**src/ffba_pkg.sv**
```systemverilog
// Shared types and constants of the first-fit block allocator.
// Depends on nothing; used by the cell, the top level and the checker.
package ffba_pkg;

   // Fixed field widths of the transaction payloads
   localparam int INDEX_W  = 5;
   localparam int VALUE_W  = 10;
   localparam int STATUS_W = 2;
   localparam int COUNT_W  = 6;

   // Operation codes carried in req_tuser
   localparam logic FUNC_LOAD  = 1'b0;
   localparam logic FUNC_ALLOC = 1'b1;

   // Result status codes carried in rsp_tuser
   localparam logic [STATUS_W-1:0] ST_LOADED    = 2'd0;
   localparam logic [STATUS_W-1:0] ST_REJECTED  = 2'd1;
   localparam logic [STATUS_W-1:0] ST_ALLOCATED = 2'd2;
   localparam logic [STATUS_W-1:0] ST_NO_MATCH  = 2'd3;

   // Register indexes of the write port
   localparam logic CSR_BLOCK_COUNT = 1'b0;
   localparam logic CSR_MAX_SIZE    = 1'b1;

   localparam logic [VALUE_W-1:0] MAX_SIZE_RESET = 10'd481;

   // Token that walks the cell chain, one cell per cycle
   typedef struct packed {
      logic               valid;
      logic               func;
      logic               load_ok;
      logic [INDEX_W-1:0] index;
      logic [VALUE_W-1:0] value;
      logic               found;
      logic [INDEX_W-1:0] found_idx;
   } token_type;

endpackage

```
**src/ffba_cell.sv**
```systemverilog
// One table entry of the allocator: block size and free mark.
// Depends on ffba_pkg; instantiated in a chain by the top level.
module ffba_cell #(
   parameter int NUM_BLOCKS = 32,
   parameter int SIZE_BITS  = 10
) (
   input  logic                                      clock,
   input  logic                                      reset,
   input  logic [(NUM_BLOCKS > 1 ? $clog2(NUM_BLOCKS) : 1)-1:0] cell_index,
   input  logic [ffba_pkg::COUNT_W-1:0]              block_count,
   input  ffba_pkg::token_type                       tok_in,
   output ffba_pkg::token_type                       tok_out
);

   localparam int IDX_W = (NUM_BLOCKS > 1) ? $clog2(NUM_BLOCKS) : 1;
   localparam int IW    = ffba_pkg::INDEX_W;
   localparam int VW    = ffba_pkg::VALUE_W;
   localparam int CW    = ffba_pkg::COUNT_W;
   localparam int EXT_W = (IDX_W > IW) ? IDX_W : IW;
   localparam int RNG_W = (IDX_W > CW) ? IDX_W : CW;
   localparam int CMP_W = (SIZE_BITS > VW) ? SIZE_BITS : VW;

   logic [SIZE_BITS-1:0] size_ff, size_in;
   logic                 free_ff, free_in;
   ffba_pkg::token_type  token_ff, token_in;
   logic                 in_range, fits, load_hit, alloc_hit;

   // Decode what the passing token does to this entry
   always_comb begin
      fits      = CMP_W'(size_ff) >= CMP_W'(tok_in.value);
      in_range  = RNG_W'(cell_index) < RNG_W'(block_count);
      load_hit  = tok_in.valid && (tok_in.func == ffba_pkg::FUNC_LOAD) &&
                  (EXT_W'(tok_in.index) == EXT_W'(cell_index));
      alloc_hit = tok_in.valid && (tok_in.func == ffba_pkg::FUNC_ALLOC) &&
                  !tok_in.found && in_range && free_ff && fits;
   end

   // Update the entry and mark the token when this block is claimed
   always_comb begin
      size_in  = size_ff;
      free_in  = free_ff;
      token_in = tok_in;
      if (load_hit) begin
         free_in = tok_in.load_ok;
         if (tok_in.load_ok) begin
            size_in = SIZE_BITS'(tok_in.value);
         end
      end
      if (alloc_hit) begin
         free_in            = 1'b0;
         token_in.found     = 1'b1;
         token_in.found_idx = IW'(cell_index);
      end
   end

   // Hold the entry and pass the token on
   always_ff @(posedge clock) begin
      if (reset) begin
         free_ff        <= 1'b0;
         token_ff.valid <= 1'b0;
      end else begin
         free_ff  <= free_in;
         token_ff <= token_in;
      end
      size_ff <= size_in;
   end

   assign tok_out = token_ff;

endmodule

```
**src/first_fit_block_allocator_unit.sv**
```systemverilog
// Top level of the first-fit block allocator: ports, registers, cell chain, result buffer.
// Depends on ffba_pkg and ffba_cell.
//
//  channel | dir | handshake             | payload
//  req     | in  | req_tvalid/req_tready | tdata: block_index, size_value; tuser: func
//  rsp     | out | rsp_tvalid/rsp_tready | tdata: chosen_block, granted_amount; tuser: status
//  csr     | in  | csr_we                | csr_index, csr_wdata
//
// Each transaction walks the chain of NUM_BLOCKS cells, one cell per cycle, and the next
// is accepted only after it has left the chain.
// The result is registered; one more finished result can wait in a holding slot while
// the output is stalled, and then no new transaction is taken.
// Synchronous reset clears all free marks and the handshake state and resets the registers.
module first_fit_block_allocator_unit #(
   parameter int NUM_BLOCKS = 32,
   parameter int SIZE_BITS  = 10
) (
   input  logic        clock,
   input  logic        reset,
   input  logic        req_tvalid,
   output logic        req_tready,
   input  logic [15:0] req_tdata,   // [4:0] block_index, [14:5] size_value, [15] zero
   input  logic [0:0]  req_tuser,   // [0] func
   output logic        rsp_tvalid,
   input  logic        rsp_tready,
   output logic [15:0] rsp_tdata,   // [4:0] chosen_block, [14:5] granted_amount, [15] zero
   output logic [1:0]  rsp_tuser,   // [1:0] status
   input  logic        csr_we,
   input  logic [0:0]  csr_index,
   input  logic [9:0]  csr_wdata
);

   localparam int IDX_W = (NUM_BLOCKS > 1) ? $clog2(NUM_BLOCKS) : 1;
   localparam int IW    = ffba_pkg::INDEX_W;
   localparam int VW    = ffba_pkg::VALUE_W;
   localparam int CW    = ffba_pkg::COUNT_W;
   localparam int SW    = ffba_pkg::STATUS_W;
   localparam int NB_W  = $clog2(NUM_BLOCKS + 1);
   localparam int XW    = (NB_W > IW) ? NB_W : IW;
   localparam int CMP_W = (SIZE_BITS > VW) ? SIZE_BITS : VW;
   localparam logic [CMP_W-1:0] SIZE_MASK = CMP_W'((64'd1 << SIZE_BITS) - 64'd1);

   logic [CW-1:0]       block_count_ff;
   logic [VW-1:0]       max_size_ff;
   logic                inflight_ff, inflight_in;
   logic                pend_valid_ff, pend_valid_in;
   logic [SW-1:0]       pend_user_ff, pend_user_in;
   logic [15:0]         pend_data_ff, pend_data_in;
   logic                out_valid_ff, out_valid_in;
   logic [SW-1:0]       out_user_ff, out_user_in;
   logic [15:0]         out_data_ff, out_data_in;

   ffba_pkg::token_type chain [NUM_BLOCKS+1];
   ffba_pkg::token_type exit_tok;
   logic                accept, value_ok, index_ok, out_free;
   logic [SW-1:0]       exit_user;
   logic [15:0]         exit_data;
   logic [VW-1:0]       granted;

   // Configuration registers
   always_ff @(posedge clock) begin
      if (reset) begin
         block_count_ff <= '0;
         max_size_ff    <= ffba_pkg::MAX_SIZE_RESET;
      end else if (csr_we) begin
         case (csr_index)
            ffba_pkg::CSR_BLOCK_COUNT: block_count_ff <= csr_wdata[CW-1:0];
            ffba_pkg::CSR_MAX_SIZE:    max_size_ff    <= csr_wdata;
            default: ;
         endcase
      end
   end

   // Form the entry token; load checks are settled here
   assign req_tready = !inflight_ff && !pend_valid_ff;
   assign accept     = req_tvalid && req_tready;

   always_comb begin
      value_ok = (CMP_W'(req_tdata[14:5]) <= CMP_W'(max_size_ff)) &&
                 (CMP_W'(req_tdata[14:5]) <= SIZE_MASK);
      index_ok = XW'(req_tdata[4:0]) < XW'(NUM_BLOCKS);
      chain[0].valid     = accept;
      chain[0].func      = req_tuser[0];
      chain[0].load_ok   = value_ok && index_ok;
      chain[0].index     = req_tdata[IW-1:0];
      chain[0].value     = req_tdata[14:5];
      chain[0].found     = 1'b0;
      chain[0].found_idx = '0;
   end

   // Cell chain, one cell per table entry
   for (genvar g = 0; g < NUM_BLOCKS; g++) begin : g_cell
      ffba_cell #(
         .NUM_BLOCKS (NUM_BLOCKS),
         .SIZE_BITS  (SIZE_BITS)
      ) u_cell (
         .clock       (clock),
         .reset       (reset),
         .cell_index  (IDX_W'(g)),
         .block_count (block_count_ff),
         .tok_in      (chain[g]),
         .tok_out     (chain[g+1])
      );
   end

   // Build the result from the token leaving the chain
   assign exit_tok = chain[NUM_BLOCKS];
   assign granted  = VW'(CMP_W'(exit_tok.value) & SIZE_MASK);

   always_comb begin
      exit_user = ffba_pkg::ST_NO_MATCH;
      exit_data = '0;
      if (exit_tok.func == ffba_pkg::FUNC_LOAD) begin
         if (exit_tok.load_ok) begin
            exit_user = ffba_pkg::ST_LOADED;
            exit_data = {1'b0, {VW{1'b0}}, exit_tok.index};
         end else begin
            exit_user = ffba_pkg::ST_REJECTED;
         end
      end else if (exit_tok.found) begin
         exit_user = ffba_pkg::ST_ALLOCATED;
         exit_data = {1'b0, granted, exit_tok.found_idx};
      end
   end

   // Route results through the holding slot and the output register
   always_comb begin
      out_free      = !out_valid_ff || rsp_tready;
      inflight_in   = accept ? 1'b1 : (exit_tok.valid ? 1'b0 : inflight_ff);
      pend_valid_in = pend_valid_ff;
      pend_user_in  = pend_user_ff;
      pend_data_in  = pend_data_ff;
      out_valid_in  = out_valid_ff && !rsp_tready;
      out_user_in   = out_user_ff;
      out_data_in   = out_data_ff;
      if (pend_valid_ff && out_free) begin
         pend_valid_in = 1'b0;
         out_valid_in  = 1'b1;
         out_user_in   = pend_user_ff;
         out_data_in   = pend_data_ff;
      end else if (exit_tok.valid && out_free) begin
         out_valid_in = 1'b1;
         out_user_in  = exit_user;
         out_data_in  = exit_data;
      end else if (exit_tok.valid) begin
         pend_valid_in = 1'b1;
         pend_user_in  = exit_user;
         pend_data_in  = exit_data;
      end
   end

   always_ff @(posedge clock) begin
      if (reset) begin
         inflight_ff   <= 1'b0;
         pend_valid_ff <= 1'b0;
         out_valid_ff  <= 1'b0;
      end else begin
         inflight_ff   <= inflight_in;
         pend_valid_ff <= pend_valid_in;
         out_valid_ff  <= out_valid_in;
      end
      pend_user_ff <= pend_user_in;
      pend_data_ff <= pend_data_in;
      out_user_ff  <= out_user_in;
      out_data_ff  <= out_data_in;
   end

   assign rsp_tvalid = out_valid_ff;
   assign rsp_tuser  = out_user_ff;
   assign rsp_tdata  = out_data_ff;

endmodule

```
**config.mk**
```make
export PLATFORM = sky130hd
export DESIGN_NAME = first_fit_block_allocator_unit
export DESIGN_NICKNAME = d
export VERILOG_FILES = /design/src/ffba_pkg.sv /design/src/ffba_cell.sv /design/src/first_fit_block_allocator_unit.sv
export SDC_FILE = /design/constraint.sdc
export NUM_CORES = 2
export LEC_CHECK = 0
export ABC_CLOCK_PERIOD_IN_PS = 27400
export BUFFER_PORTS_ARGS = -buffer_cell sky130_fd_sc_hd__buf_2
export CAP_MARGIN = 20
export CORE_MARGIN = 2
export CORE_UTILIZATION = 63
export DETAILED_ROUTE_END_ITERATION = 12
export PLACE_DENSITY_LB_ADDON = 0.12
export SLEW_MARGIN = 10
export SYNTH_ARGS = -nofsm -noshare
export SYNTH_HDL_FRONTEND = slang
export SYNTH_SLANG_ARGS = --single-unit
```
**constraint.sdc**
```tcl
create_clock -name clock -period 27.4 [get_ports clock]
set_clock_uncertainty 0.15 [all_clocks]
set_input_delay 2.74 -clock clock [delete_from_list [all_inputs] [get_ports clock]]
set_output_delay 2.74 -clock clock [all_outputs]
set_load 0.01 [all_outputs]
```
==> impl_metrics.json <==
{
  "status": "complete, no violations",
  "critPathArrivalTime_ns": 6.13,
  "worstMarginPinSlew_ns": 1.068,
  "max-slew-margin-rel": 0.2882,
  "fin_crit_sh": 0.2089,
  "yosys_warnings": 0,
  "clock_sinks": 1142,
  "drtPass1Iterations": 5,
  "place_hpwl_um": 54770,
  "dpl_cell_area_mm2": 0.04764,
  "clockRootBuffer": "clkbuf_16",
  "routed_wl_um": 82540,
  "cts_max_level": 3,
  "clkSlewWorstSetupHoldPaths_ns": 0.06,
  "reg2reg_slack_ns": 24.07,
  "avgSynthCellArea_um2": 15.56,
  "power_density_mw_per_mm2": 73.59,
  "synthDistinctLibCells": 70,
  "syn2layout_area_growth_pct": 12.20,
  "critPathLaunchType": "input port",
  "drc": 0,
  "dp.cells": 3966,
  "syn_inst": 2968,
  "cts_max_path_buffers": 3,
  "required_ns": 27.81,
  "grt_pass1_wl_um": 131100,
  "grt_use_met2": 0.3793,
  "fin_crit_ns": 5.724,
  "rows": 99,
  "hold_buffers": 0,
  "antenna_found_initial": 1,
  "grtUsageMet3": 0.03264,
  "die_area_mm2": 0.07550,
  "max_cap_viol_count": 0,
  "grt-ovfl-total": 0,
  "hold_class": "flop to flop",
  "cts_buffers": 113,
  "final.setup.tns_ns": 0,
  "critPathKind": "input port to flop",
  "yosysSeqAreaShare": 0.7244,
  "first_global_vias": 24990,
  "grt_usage": 0.2224,
  "chipWidth_um": 274.8,
  "portBuffers": 50,
  "endpoint_kind": "flop",
  "synth_edf_count": 1059,
  "cts_setup_buffers": 0,
  "final-setup-viol-count": 0,
  "grt.met1_usage": 0.3006,
  "viasPerCell": 5.785,
  "setup.worst_path.start": "reset",
  "start_util": 0.6342,
  "core_area_mm2": 0.07283,
  "ant_nets": 0,
  "comb_power_share": 0.033,
  "power_frac_clock": 0.437,
  "rsz0062_at_grt": "false",
  "p_leak_nw": 20.70,
  "cts_resized": 0,
  "worstReg2RegStart": "pend_valid_ff",
  "wl_per_cell_um": 19.73,
  "cp_max_fo": 211,
  "p_switching_mw": 0.7628,
  "final_area_mm2": 0.05183,
  "drt-initial-drc-count": 2255,
  "dieHeight_um": 274.8,
  "final_cells": 4183,
  "switching_share": 0.2000,
  "antenna_cells": 0,
  "final_max_slew_viol_count": 0,
  "ys.flop_type": "edfxtp_1",
  "ioPinCount": 53,
  "ys_seq_elements": 1142,
  "top_usage_layer": "met2",
  "intPower_mw": 3.051,
  "irDropWorstVdd_v": 0.00005716,
  "synthArstFlopShare": 0,
  "nets": 3489,
  "tritoncts": "yes",
  "grt_max_degree": 212,
  "hp-start": "g_cell[4].u_cell.tok_out[18]",
  "insertion_delay_ns": 0.67,
  "layout-drive-gt1-share": 0.09119,
  "place_congestion": 0.8227,
  "seq_power_share": 0.530,
  "netlist_area_mm2": 0.04619,
  "hold_violations": 0,
  "syn_nets": 3331,
  "vias": 24200,
  "max_freq_mhz": 174.7
}
[state kept, by name (all words and copies together) (netlist names), 6 cells and up]
register / cells
g_cell.u_cell.tok_out: 737
g_cell.u_cell.size_ff: 320
g_cell.u_cell.free_ff: 32
pend_data_ff: 15
rsp_tdata: 15
max_size_ff: 10
block_count_ff: 6
[cells by family after synthesis]
kind of cell | count (synthesis) | synth area share
flops | 1142 | 0.7244
compound gates | 618 | 0.08844
simple gates | 458 | 0.05905
buf+inv | 396 | 0.03321
fa+ha+maj | 330 | 0.08938
mux | 23 | 0.005444
other cells | 1 | 0.00008118
[synthesized netlist by cell type (all sizes together), types with 6 or more instances]
cell,number,area (um^2)
and2,13,81.33
nor4b,7,76.32
nand4,24,150.1
a22o,6,52.55
edfxtp,1059,31800
buf,14,100.1
nand2b,52,325.3
o21ai,125,636.9
mux2,17,191.4
o21a,37,277.8
nand3,31,155.2
nor2,94,357.8
nor3,15,91.34
a31oi,13,81.33
a21oi,179,895.9
o211a,29,290.3
dfxtp,83,1662
mux2i,6,60.06
inv,369,1385
a311oi,8,95.09
a21o,135,1013
nor4bb,10,100.1
a211o,27,236.5
a211oi,30,225.2
and4b,9,90.09
and3,16,100.1
a2111oi,6,66.32
and4,36,315.3
nand4b,23,201.4
nor2b,34,212.7
nand2,73,274.0
clkbuf,13,48.80
ha,330,4129
[worst max-delay path, stage by stage]
cell,delay [ns]
buf_4,0.41
inv_8,0.76
buf_12,0.82
buf_4,0.46
buf_16,0.33
o21ai_0,0.18
a211oi_1,0.24
[metrics by stage]
step                      worst slack [ns]  utilization  hold WS, ns  total power [mW]
final                                21.68       0.7116       0.2860             3.814
after global routing                 21.42       0.7116       0.3017             3.931
after CTS                            21.26       0.7102       0.2901             3.839
after detailed placement             20.55       0.6540       0.2771             2.181
after global placement               20.79       0.6540       0.2753             2.170
after floorplan                      2.653            -       0.2666             2.164
[cell usage in the layout (no fill, tap or decap), drive strengths merged, types with 9 or more instances in the layout]
cell,netlist,layout
edfxtp,1059,1059
nor2,94,94
a21o,135,135
mux2,17,17
inv,369,371
nand4b,23,23
o21a,37,37
clkbuf,13,141
nand2b,52,52
and4,36,36
and2,13,13
nor3,15,15
nand2,73,73
o211a,29,29
a31oi,13,13
o21ai,125,125
ha,330,330
nor2b,34,34
buf,14,70
a21oi,179,179
nand3,31,31
nand4,24,24
dfxtp,83,83
clkinv,0,38
and4b,9,9
a211o,27,27
a211oi,30,30
nor4bb,10,10
and3,16,16
bufinv,0,24
[power groups by stage]
stage          combinational, mW  clock, mW  sequential [mW]
2_1_floorplan             0.0884          0             2.08
3_3_place_gp               0.116          0             2.05
3_5_place_dp               0.125          0             2.06
4_1_cts                    0.127       1.69             2.02
5_1_grt                    0.144       1.76             2.03
6_report                   0.127       1.67             2.02
[area by class of cell]
type	instances	area [um^2]
sequential	1142	33460
fill	4569	21010
multi-input combinational	1430	11200
clock buffer	141	3108
inverter	369	1393
tap	959	1200
clock inverter	72	980.9
timing repair buffer	70	488.0
[metal layers]
layer,vias to the layer above,wire [um]
li1,11520,-
met1,11960,35270
met2,609,41340
met3,115,4269
met4,0,1659
met5,-,0
[worst paths after layout]
kind / end / depth (start not counted)
worst max register to register: g_cell[0].u_cell.size_ff[0] / 4
worst min-delay path: g_cell[5].u_cell.tok_out[18] / 0
worst max-delay path: g_cell[8].u_cell.free_ff / 7
worst min register to register: g_cell[5].u_cell.tok_out[18] / 0
Power figures use the tool's default switching activity.
